===== src/rtl/core/utf8_codepoint_decoder_unit_assert.svh =====
// Assertion macros for the UTF-8 code point decoder.
// Used by utf8_codepoint_decoder_unit; no other dependencies.
`ifndef UTF8_CODEPOINT_DECODER_UNIT_ASSERT_SVH
`define UTF8_CODEPOINT_DECODER_UNIT_ASSERT_SVH
`ifndef SYNTHESIS
// property checked only out of reset
`define UTF8CD_ASSERT(lbl, clk, rst_n, prop, msg) \
  lbl: assert property (@(posedge clk) disable iff (!rst_n) prop) else $error(msg);
// property checked on every edge, reset included
`define UTF8CD_ASSERT_ALWAYS(lbl, clk, prop, msg) \
  lbl: assert property (@(posedge clk) prop) else $error(msg);
`else
`define UTF8CD_ASSERT(lbl, clk, rst_n, prop, msg)
`define UTF8CD_ASSERT_ALWAYS(lbl, clk, prop, msg)
`endif
`endif


===== src/rtl/core/utf8cd_pkg.sv =====
// Shared types and constants of the UTF-8 code point decoder.
// No dependencies.
package utf8cd_pkg;

  localparam int unsigned CpW = 21;

  // byte class masks and codes
  localparam logic [7:0] ContMask  = 8'hC0;
  localparam logic [7:0] ContCode  = 8'h80;
  localparam logic [7:0] Lead2Mask = 8'hE0;
  localparam logic [7:0] Lead2Code = 8'hC0;
  localparam logic [7:0] Lead3Mask = 8'hF0;
  localparam logic [7:0] Lead3Code = 8'hE0;
  localparam logic [7:0] Lead4Mask = 8'hF8;
  localparam logic [7:0] Lead4Code = 8'hF0;

  localparam logic [2:0] SeqLen2 = 3'd2;
  localparam logic [2:0] SeqLen3 = 3'd3;
  localparam logic [2:0] SeqLen4 = 3'd4;

  localparam logic [1:0] PendNone = 2'd0;
  localparam logic [1:0] PendOne  = 2'd1;
  localparam logic [1:0] PendFull = 2'd3;

  localparam logic [CpW-1:0] SubstCp = 21'd63;

  // open sequence: lead, buffered continuations, fill and length
  typedef struct packed {
    logic [7:0] lead;
    logic [7:0] cont1;
    logic [7:0] cont2;
    logic [1:0] count;
    logic [2:0] len;
  } seq_state_t;

  localparam seq_state_t SeqIdle = '0;

  // words one byte produces: cnt-1 substitutes, then the final word
  typedef struct packed {
    logic [2:0]     cnt;
    logic [CpW-1:0] cp;
    logic           sub;
    logic           last;
  } dec_res_t;

endpackage


===== src/rtl/core/utf8cd_decode.sv =====
// Single-byte decode step: next sequence state and the words one byte yields.
// Depends on utf8cd_pkg.
module utf8cd_decode import utf8cd_pkg::*; (
  input  seq_state_t st_i,
  input  logic [7:0] text_byte_i,
  input  logic       end_of_text_i,
  output seq_state_t st_o,
  output dec_res_t   res_o
);

  logic           is_cont;
  logic           done;
  logic [CpW-1:0] cp_asm;

  assign is_cont = (text_byte_i & ContMask) == ContCode;

  always_comb begin
    unique case (st_i.len)
      SeqLen2: cp_asm = {10'd0, st_i.lead[4:0], text_byte_i[5:0]};
      SeqLen3: cp_asm = {5'd0, st_i.lead[3:0], st_i.cont1[5:0], text_byte_i[5:0]};
      default: cp_asm = {st_i.lead[2:0], st_i.cont1[5:0], st_i.cont2[5:0],
                         text_byte_i[5:0]};
    endcase
  end

  always_comb begin
    st_o       = st_i;
    res_o.cnt  = 3'd0;
    res_o.cp   = '0;
    res_o.sub  = 1'b0;
    res_o.last = end_of_text_i;
    done       = 1'b0;

    if (st_i.count != PendNone) begin
      if (is_cont) begin
        done = 1'b1;
        if ({1'b0, st_i.count} + 3'd1 == st_i.len) begin
          st_o      = SeqIdle;
          res_o.cnt = 3'd1;
          res_o.cp  = cp_asm;
        end else if (st_i.count != PendFull) begin
          if (st_i.count == PendOne) begin
            st_o.cont1 = text_byte_i;
          end else begin
            st_o.cont2 = text_byte_i;
          end
          st_o.count = st_i.count + 2'd1;
        end else begin
          // buffer full and still not complete: flush plus this byte
          st_o      = SeqIdle;
          res_o.cnt = {1'b0, st_i.count} + 3'd1;
          res_o.cp  = SubstCp;
          res_o.sub = 1'b1;
        end
      end else begin
        // broken sequence: one substitute per buffered byte
        st_o      = SeqIdle;
        res_o.cnt = {1'b0, st_i.count};
        res_o.cp  = SubstCp;
        res_o.sub = 1'b1;
      end
    end

    if (!done) begin
      if (!text_byte_i[7]) begin
        res_o.cnt = res_o.cnt + 3'd1;
        res_o.cp  = {13'd0, text_byte_i};
        res_o.sub = 1'b0;
      end else if ((text_byte_i & Lead2Mask) == Lead2Code) begin
        st_o.lead  = text_byte_i;
        st_o.count = PendOne;
        st_o.len   = SeqLen2;
      end else if ((text_byte_i & Lead3Mask) == Lead3Code) begin
        st_o.lead  = text_byte_i;
        st_o.count = PendOne;
        st_o.len   = SeqLen3;
      end else if ((text_byte_i & Lead4Mask) == Lead4Code) begin
        st_o.lead  = text_byte_i;
        st_o.count = PendOne;
        st_o.len   = SeqLen4;
      end else begin
        res_o.cnt = res_o.cnt + 3'd1;
        res_o.cp  = SubstCp;
        res_o.sub = 1'b1;
      end
    end

    // end of text flushes whatever is still open
    if (end_of_text_i && (st_o.count != PendNone)) begin
      res_o.cnt = res_o.cnt + {1'b0, st_o.count};
      res_o.cp  = SubstCp;
      res_o.sub = 1'b1;
      st_o      = SeqIdle;
    end
  end

endmodule


===== config.mk =====
export PLATFORM = sky130hd
export DESIGN_NAME = utf8cd_decode
export DESIGN_NICKNAME = d
export VERILOG_FILES = /design/src/rtl/core/utf8_codepoint_decoder_unit_assert.svh /design/src/rtl/core/utf8cd_pkg.sv /design/src/rtl/core/utf8cd_decode.sv
export SDC_FILE = /design/constraint.sdc
export NUM_CORES = 1
export LEC_CHECK = 0
export BUFFER_PORTS_ARGS = -buffer_cell sky130_fd_sc_hd__buf_2
export CAP_MARGIN = 40
export CORE_MARGIN = 1
export CORE_UTILIZATION = 25
export DETAILED_ROUTE_END_ITERATION = 10
export PLACE_DENSITY_LB_ADDON = 0.08
export SETUP_SLACK_MARGIN = 0.15
export SLEW_MARGIN = 15
export SYNTH_ARGS = -nofsm -noshare
export SYNTH_HDL_FRONTEND = slang
export SYNTH_SLANG_ARGS = --single-unit

===== constraint.sdc =====
create_clock -name vclk -period 2.8
set_input_delay 0.28 -clock vclk [all_inputs]
set_output_delay 0.28 -clock vclk [all_outputs]
set_load 0.02 [all_outputs]

== Yosys cells after proc, flatten, opt, wreduce, memory -nomap -nowiden ==
Cells that the tools add are included.

* Bits in registers: 0
* Latch bits: 0
* Bits in writable memories: 0
* Bits in read-only memories: 0
* Input bits: 38
* Output and inout port bits: 55
* Memories: 0

* $add $sub $neg: 4
* Multipliers: 0
* Div/mod/pow operators: 0
* $lt $le $gt $ge: 0
* Eq/ne operators: 9
* Shift-type cells: 0
* Multiplexer cells: 33
* Bitwise gates (word level): 0
* Reduce and logical (&&, ||, !) cells: 3

{| class="wikitable"
|+ Operator list
! kind !! number
|-
| 2-to-1 mux 25 bit || 9
|-
| 2-to-1 mux 29 bit || 4
|-
| 2-to-1 mux 8 bit || 8
|-
| one-hot mux 21 bit (2 select lines) || 1
|-
| 2-to-1 mux 5 bit || 5
|-
| 2-to-1 mux 24 bit || 1
|-
| 2-to-1 mux 18 bit || 1
|-
| equality test 3 x 2 -> 1 bit (second input constant) || 2
|-
| equality test 5 bit (second input constant) || 1
|-
| equality test 4 bit (second input constant) || 1
|-
| nonzero test 2 bit || 2
|-
| adder 2 x 1 -> 3 bit (second input constant) || 1
|-
| adder 3 x 1 -> 3 bit (second input constant) || 1
|-
| adder 3 x 2 -> 3 bit || 1
|-
| equality test 3 bit || 1
|-
| equality test 3 bit (second input constant) || 1
|-
| 2-to-1 mux 1 bit || 3
|-
| 2-to-1 mux 3 bit || 1
|-
| adder 2 x 1 -> 2 bit (second input constant) || 1
|-
| equality test 2 x 1 -> 1 bit (second input constant) || 1
|-
| equality test 2 bit (second input constant) || 1
|-
| inequality test 2 bit (second input constant) || 1
|-
| logical AND 1 bit || 1
|}

== Logic depth before layout (Yosys ltp) ==
Gate-level depths: netlist of run 1.

* Depth in word-level cells: 14
* Mapped depth: 12

== Least setup slack after synthesis of run 1 ==
OpenSTA, ideal clock, no wires.

* Path type: input-to-output
* Start point: in st_i[3] (netlist name)
* End point: out res_o[25] (netlist name)
* Arrival time: 2.699 ns
* Required time: 2.520 ns
* Slack: -0.179 ns
* Stages: 12
* Cells stage by stage: ha_1 inv_1 ha_1 a31oi_1 a22oi_1 nor2_1 ha_1 nand3_1 o21a_1 fa_1 a21o_1 xnor2_1

{| class="wikitable"
|+ RTL lines
! element !! RTL line !! RTL
|-
| start, declared || utf8cd_decode.sv:4 || <nowiki>input seq_state_t st_i,</nowiki>
|-
| end, declared || utf8cd_decode.sv:8 || <nowiki>output dec_res_t res_o</nowiki>
|}

==> flow_summary_export.csv, run 1 <==
group,metric,value,unit
finish,seq_cell_count,0,
detailed_routing,drc,0,
place,placed_area,2043,um2
die,rows,25,
outcome,outcome,"finished clean",
worst_setup_path,worst_ep_required_time,2520,ps
timing,report.final.slew_viol_count,0,
grt,top_usage_layer,"met2",
worst_setup_path,cp_max_fo,4,
die,die_w,72.00,um
yosys,muxShareOfSynthArea,0.06639,
detailed_routing,num_vias,1904,
finish,drive_gt1_frac,0.5000,
worst_setup_path,worstPathArrival,2520,ps
worst_setup_path,path_cells,"buf_8, clkinvlp_4, ha_4, nand3b_1, a31oi_2, a22oi_1, nor2_1, ha_1, nand3_1, o21a_1, fa_2, mux2i_4, buf_6",
yosys,yosysWarnings,0,
die,initial_utilization,0.2593,
place,numPortBuffers,93,
place,gp_congestion,0.8572,
yosys,avgSynthCellArea,6.155,um2
yosys,synth_compound_area_frac,0.4035,
run,drv_cap,0,
die,die_area,5183,um2
grt,use_met1,0.2743,
finish,final_common_cell,"buf_2",
worst_setup_path,crit_family,"adder cells",
timing,finalCritPeriodShare,0.9992,
finish,layout.nets,363,
worst_setup_path,crit_buf_inv,3,
yosys,yosysTopAreaCell,"nor2_1",
min_path,hold_path.class,"primary input to output pin",
yosys,ys_types,40,
grt,grt_overflow_total,0,
timing,setup_viol_count_final,0,
place,dp_slack,-111.4,ps
timing,grt_setup_unrepaired,"yes",
grt,use_met3,0.01528,
grt,first_global_vias,1682,
timing,max_freq,0.3574,GHz
worst_setup_path,start_kind,"primary input",
finish,final_area,2192,um2
finish,antennaDiodeCount,0,
yosys,syn_nets,244,
power,powerDensity,222.1,nW/um2
worst_setup_path,crit_start,"st_i[3]",
grt,grt_use_met2,0.3470,
place,place_hpwl,4.404,mm
worst_setup_path,cp_slowest_cell,"fa_2",
power,max-vdd-ir-drop,0.07771,mV
die,io-pin-count,93,
grt,grt_usage,0.1980,
detailed_routing,avgViaCountPerCell,4.971,
finish,layout_common_cells,"buf_2 (88), nor2_1 (34), buf_4 (33), a21oi_1 (18), nand2_1 (17)",
yosys,synth_simple_gate_area_frac,0.3309,
timing,max_slew.worst_pin.slew,546.4,ps
yosys,syn-cell-area,1225,um2
die,coreArea,4723,um2
finish,area_delta_synth_final,78.96,%
yosys,yosysSeqAreaShare,0,
yosys,synthAdderAreaFrac,0.07763,
yosys,ys_top_cells_by_area,"nor2_1 (10%), a22oi_1 (9.2%), a21oi_1 (7.8%)",
finish,nClkBuffers,0,
worst_setup_path,crit_end,"res_o[24]",
yosys,synth_top_area_share,0.1042,
power,p_leak,1.130,nW
grt,antenna_found_initial,0,
grt,grt_max_degree,19,
worst_setup_path,max_stage_delay,460,ps
timing,max-slew-margin-rel,0.6357,
detailed_routing,wl_per_cell,14.11,um
yosys,yosys.area_share.xor_xnor,0.02758,
detailed_routing,antenna_left,0,
clock_tree,cts_hold_buf,0,
detailed_routing,wl,5.406,mm
grt,grt_pass1_wl,8.293,mm
detailed_routing,drt_pass1_iterations,4,
worst_setup_path,path_depth,13,
timing,period_needed,2798,ps
finish,post-route-util,0.4641,
yosys,syn_inst,199,
timing,fin_ws,2.180,ps
detailed_routing,first_iter_violations,70,
yosys,synth_top_family_by_area,"compound AO/OA/AOI/OAI gates",
die,die_h,72.00,um
finish,seqCellArea,0,um2
worst_setup_path,critical_path_class,"primary input to output pin",
timing,finalHoldViolations,0,
worst_setup_path,end_kind,"output pin",
[layer usage]
metal | share of wire | vias up
li1 | - | 966
met1 | 0.47 | 875
met2 | 0.48 | 61
met3 | 0.048 | 2
met4 | 0.0031 | 0
met5 | 0 | -
[where the power goes]
part	leakage, nW	total (W)	switching [W]	internal, W
sequential	0	0	0	0
clock	0	0	0	0
combinational	1.13	0.000487	0.000275	0.000212
total	1.13	0.000487	0.000275	0.000212
[cell usage after synthesis, drive strengths merged, types with 3 or more instances]
cell type,n
nand3,14
a21oi,19
nor2b,3
a311oi,3
clkbuf,6
a22oi,15
a31oi,6
o21ai,5
ha,6
nand2b,3
nand2,18
buf,9
a21o,10
and2,8
inv,7
mux2i,7
nor2,35
a211oi,5
nor3,3
[final cells by class]
type,count,area [um2]
fill,510,2531
inverter,7,32.53
multi-input combinational,177,1251
tap,67,83.83
timing repair buffer,132,824.5
[cells by family after synthesis]
| group | after synthesis |
|---|---|
| mux | 8 |
| fa+ha+maj | 7 |
| buf+inv | 22 |
| simple gates | 88 |
| compound gates | 71 |
| xor+xnor | 3 |
[stage by stage]
stage / TNS, ps / cells / hold slack, ps / total power (W)
floorplan: 0 / 199 / 636.9 / 0.0002794
global placement: -157.1 / 376 / 864.0 / 0.0004522
detailed placement: -219.7 / 376 / 862.9 / 0.0004517
CTS: -23.03 / 383 / 866.4 / 0.0004790
global route: -278.2 / 383 / 880.5 / 0.0005271
finish: 0 / 383 / 869.1 / 0.0004869
[what timing repair did]
action / CTS / global route
pin swaps: 5 / 8
gates resized for setup: 17 / 11
hold endpoints to repair: 0 / 0
endpoints found under the setup margin: 6 / 15
buffers inserted: 7 / 0
cloned: 0 / 0
[how the worst min path moves through the flow]
stage,start,cells past startpoint,to,slack [ps]
after floorplan,end_of_text_i,1,st_o[3],640
after global placement,end_of_text_i,2,res_o[0],860
after detailed placement,end_of_text_i,2,res_o[0],860
after CTS,end_of_text_i,2,res_o[0],870
after global routing,end_of_text_i,2,res_o[0],880
final,end_of_text_i,2,res_o[0],870
Power figures use the tool's default switching activity.
==> run 2, diff against run 1 <==
CORE_ASPECT_RATIO = 1.75   (was default)
==> run 2 against run 1 <==
The flow now finishes with violations (setup timing); worst hold slack better by 4.4 ps; largest cell class unchanged; critical path type unchanged; global-route usage is 2.0 points higher; worst setup slack worse by 52 ps; highest routed layer unchanged.
==> flow_summary_export.csv, run 2 (synthesis gave the netlist of run 1 again) <==
group,metric,value,unit
worst_setup_path,start_kind,"primary input",
die,coreArea,4707,um2
timing,finalHoldViolations,0,
grt,antenna_found_initial,0,
die,die_w,54.92,um
timing,fin_ws,-50.19,ps
worst_setup_path,critical_path_class,"primary input to output pin",
timing,max_slew.worst_pin.slew,493.2,ps
timing,max_freq,0.3509,GHz
finish,seqCellArea,0,um2
worst_setup_path,worstPathArrival,2570,ps
worst_setup_path,worst_ep_required_time,2520,ps
finish,antennaDiodeCount,0,
clock_tree,cts_hold_buf,0,
die,rows,33,
timing,max-slew-margin-rel,0.6690,
worst_setup_path,cp_slowest_cell,"fa_2",
power,power,0.0004966,W
detailed_routing,antenna_left,0,
worst_setup_path,crit_buf_inv,3,
detailed_routing,top_layer,"met4",
finish,layout.nets,366,
place,place_hpwl,4.739,mm
place,dp_slack,-157.5,ps
finish,nClkBuffers,0,
grt,grt_max_degree,27,
timing,report.final.slew_viol_count,0,
outcome,violations,"setup timing",
detailed_routing,avgViaCountPerCell,5.164,
timing,whs,873.6,ps
die,io-pin-count,93,
power,p_leak,1.138,nW
die,initial_utilization,0.2602,
finish,nFillCells,508,
detailed_routing,first_iter_violations,46,
detailed_routing,num_vias,1916,
min_path,hold_path.class,"primary input to output pin",
finish,drive_gt1_frac,0.4984,
worst_setup_path,end_kind,"output pin",
detailed_routing,wl_per_cell,15.56,um
grt,grt_usage,0.2179,
detailed_routing,wl,5.771,mm
min_path,worstHoldStart,"st_i[19]",
timing,period_needed,2850,ps
worst_setup_path,cp_max_fo,5,
finish,area_delta_synth_final,78.86,%
place,numPortBuffers,93,
die,die_area,5195,um2
power,max-vdd-ir-drop,0.1053,mV
worst_setup_path,path_cells,"buf_12, clkinvlp_4, ha_4, xnor2_4, nand3_2, a221oi_2, ha_1, nand3_1, o21a_1, fa_2, mux2i_4, buf_6",
finish,post-route-util,0.4654,
place,gp_congestion,0.9046,
outcome,outcome,"finished with violations",
run,drv_cap,0,
detailed_routing,routed-wl-met2,3.244,mm
finish,multi_input_area,1251,um2
finish,layout_common_cells,"buf_2 (88), buf_4 (38), nor2_1 (34), a21oi_1 (18), nand2_1 (17)",
detailed_routing,drt_pass1_iterations,4,
worst_setup_path,max_stage_delay,460,ps
grt,grt_overflow_total,0,
grt,grt_pass1_wl,8.438,mm
detailed_routing,route.met3.wl,312,um
finish,seq_cell_count,0,
timing,grt_setup_unrepaired,"yes",
timing,finalCritPeriodShare,1.018,
detailed_routing,met1_length,2.103,mm
finish,final_common_cell,"buf_2",
power,powerDensity,226.7,nW/um2
grt,first_global_vias,1695,
die,die_h,94.60,um
timing,setup_viol_count_final,2,
detailed_routing,drc,0,
worst_setup_path,crit_start,"st_i[3]",
worst_setup_path,crit_family,"adder cells",
timing,setup_tns,-58.14,ps
-- run 2: tightest hold or removal path, delay by kind of cell --
| kind | cells | cell delay (ps) |
|---|---|---|
| and+or+nand+nor | 2 | 70 |
| buffers and inverters | 2 | 230 |
-- run 2: metrics by stage --
step / instance area, um2 / std cells
finish: 2191 / 371
global route: 2191 / 371
CTS: 2111 / 368
detailed placement: 2032 / 362
global placement: 2032 / 362
floorplan: 1333 / 199
-- run 2: path summary, 6_finish.rpt --
check,endpoint,depth (start not counted)
hold / removal,st_o[19],4
setup / recovery,res_o[24],12
-- run 2: report_power, final --
| group | internal (W) | leakage (nW) | total, W | switching [W] |
|---|---|---|---|---|
| combinational | 0.000217 | 1.14 | 0.000497 | 0.000280 |
| clock | 0 | 0 | 0 | 0 |
| sequential | 0 | 0 | 0 | 0 |
-- run 2: final cells by class --
cell class         count  share of cell area
inverters              7             0.01371
multi-input cells    177              0.5711
well taps             52             0.02970
repair buffers       135              0.3855
-- run 2: what timing repair did --
action | CTS | global route
setup buffers | 6 | 3
pin swaps | 2 | 4
gates resized for setup | 12 | 12
setup endpoints to repair | 11 | 12
-- run 2: routing by layer --
metal	up-vias	track usage
li1	963	-
met1	866	0.2258
met2	81	0.4458
met3	6	0.004831
met4	0	0.04167
met5	-	0
==> run 3, diff against run 2 <==
SKIP_LAST_GASP = 1   (was default)
==> run 3 against run 2 <==
The flow still finishes with violations (setup timing); combinational power shrank 2%; sequential cell count did not move; worst hold slack barely moved.
==> flow_summary_export.csv, run 3 (synthesis gave the netlist of run 1 again) <==
group,metric,value,unit
timing,finalCritPeriodShare,1.015,
grt,grt_usage,0.2173,
detailed_routing,drc,0,
worst_setup_path,worstPathArrival,2560,ps
grt,first_global_vias,1697,
place,dp.cells,362,
die,initial_utilization,0.2602,
die,io-pin-count,93,
finish,drive_gt1_frac,0.4937,
grt,antenna_found_initial,0,
timing,period_needed,2842,ps
power,p_leak,1.129,nW
detailed_routing,wl,5.763,mm
timing,setup_tns,-59.34,ps
power,power.switching,0.0002773,W
place,dp_slack,-157.5,ps
power,max-vdd-ir-drop,0.1052,mV
die,die_area,5195,um2
finish,stdcell_count,370,
die,die_w,54.92,um
worst_setup_path,worst_ep_required_time,2520,ps
finish,final_common_cell,"buf_2",
worst_setup_path,end_kind,"output pin",
timing,fin_ws,-42.11,ps
worst_setup_path,start_kind,"primary input",
power,combPwrFrac,1.000,
detailed_routing,drt_pass1_iterations,4,
worst_setup_path,cp_max_fo,5,
power,seqPwrFrac,0,
finish,nClkBuffers,0,
min_path,whs_path_depth,4,
outcome,outcome,"finished with violations",
finish,nFillCells,510,
worst_setup_path,critical_path_class,"primary input to output pin",
die,coreArea,4707,um2
die,rows,33,
finish,layout_common_cells,"buf_2 (89), buf_4 (37), nor2_1 (34), a21oi_1 (18), nand2_1 (17)",
detailed_routing,first_iter_violations,50,
detailed_routing,avgViaCountPerCell,5.157,
place,place_hpwl,4.739,mm
timing,max_freq,0.3519,GHz
timing,whs,873.5,ps
finish,seqCellArea,0,um2
run,drv_cap,0,
timing,max-slew-margin-rel,0.6800,
worst_setup_path,path_cells,"buf_4, ha_4, inv_2, ha_4, a31oi_1, a22oi_1, nor2_1, ha_1, nand3_1, o21a_1, fa_1, a21o_1, xnor2_2, buf_4",
grt,grt_overflow_total,0,
worst_setup_path,cp_slowest_cell,"fa_1",
grt,grt_pass1_wl,8.411,mm
timing,max_slew.worst_pin.slew,476.8,ps
timing,finalHoldViolations,0,
timing,report.final.slew_viol_count,0,
finish,post-route-util,0.4612,
detailed_routing,num_vias,1908,
min_path,hold_path.class,"primary input to output pin",
die,die_h,94.60,um
finish,layout.nets,365,
power,p_clk_frac,0,
finish,area_delta_synth_final,77.22,%
detailed_routing,wl_per_cell,15.58,um
finish,antennaDiodeCount,0,
power,p_int,0.0002088,W
place,numPortBuffers,93,
outcome,violations,"setup timing",
power,swShare,0.5704,
worst_setup_path,max_stage_delay,420,ps
timing,grt_setup_unrepaired,"yes",
power,powerDensity,223.9,nW/um2
place,gp_congestion,0.9046,
timing,setup_viol_count_final,2,
finish,seq_cell_count,0,
clock_tree,cts_hold_buf,0,
grt,grt_max_degree,27,
detailed_routing,antenna_left,0,
run 3: cell count changes in the layout (fill, tap and decap cells not counted), sizes merged:
cell  previous run  this run
buf            135       134
run 3: worst max-delay path, delay by kind of cell:
kind,cells,cell delay (ps)
simple gates,2,130
fa+ha+maj,4,1110
xor+xnor,1,130
compound gates,4,590
buf+inv,3,310
run 3: layout make-up:
| cell class | instances | area (um2) | area share |
|---|---|---|---|
| Multi-Input combinational cell | 177 | 1245 | 0.5735 |
| Timing Repair Buffer | 134 | 830.8 | 0.3827 |
| Tap cell | 52 | 65.06 | 0.02997 |
| Inverter | 7 | 30.03 | 0.01383 |
run 3: metal layers:
| layer | track usage | vias to the layer above | part of all wire |
|---|---|---|---|
| li1 | - | 964 | - |
| met1 | 0.2258 | 862 | 0.35 |
| met2 | 0.4438 | 76 | 0.57 |
| met3 | 0.004831 | 6 | 0.058 |
| met4 | 0.04167 | 0 | 0.019 |
| met5 | 0 | - | 0 |
run 3: timing repair:
item / CTS / global route
setup endpoints to repair: 11 / 12
pin swaps: 2 / 1
resized for setup: 7 / 14
gates cloned: 0 / 0
hold endpoints to repair: 0 / 0
buffers inserted: 6 / 2
run 3: metrics by stage:
step	total power, W	instance area (um2)
floorplan	0.0002794	1333
global placement	0.0004546	2032
detailed placement	0.0004551	2032
CTS	0.0004702	2095
global route	0.0005277	2171
finish	0.0004861	2171
run 3: power by group through the flow:
stage	sequential, W	clock, W	combinational [W]
after floorplan	0	0	0.000279
after global placement	0	0	0.000455
after detailed placement	0	0	0.000455
after CTS	0	0	0.000470
after global routing	0	0	0.000528
final	0	0	0.000486
run 3: worst paths after layout:
path | start | end | slack (ps)
worst max-delay path | st_i[4] | res_o[25] | -40
worst min-delay path | st_i[11] | st_o[11] | 870
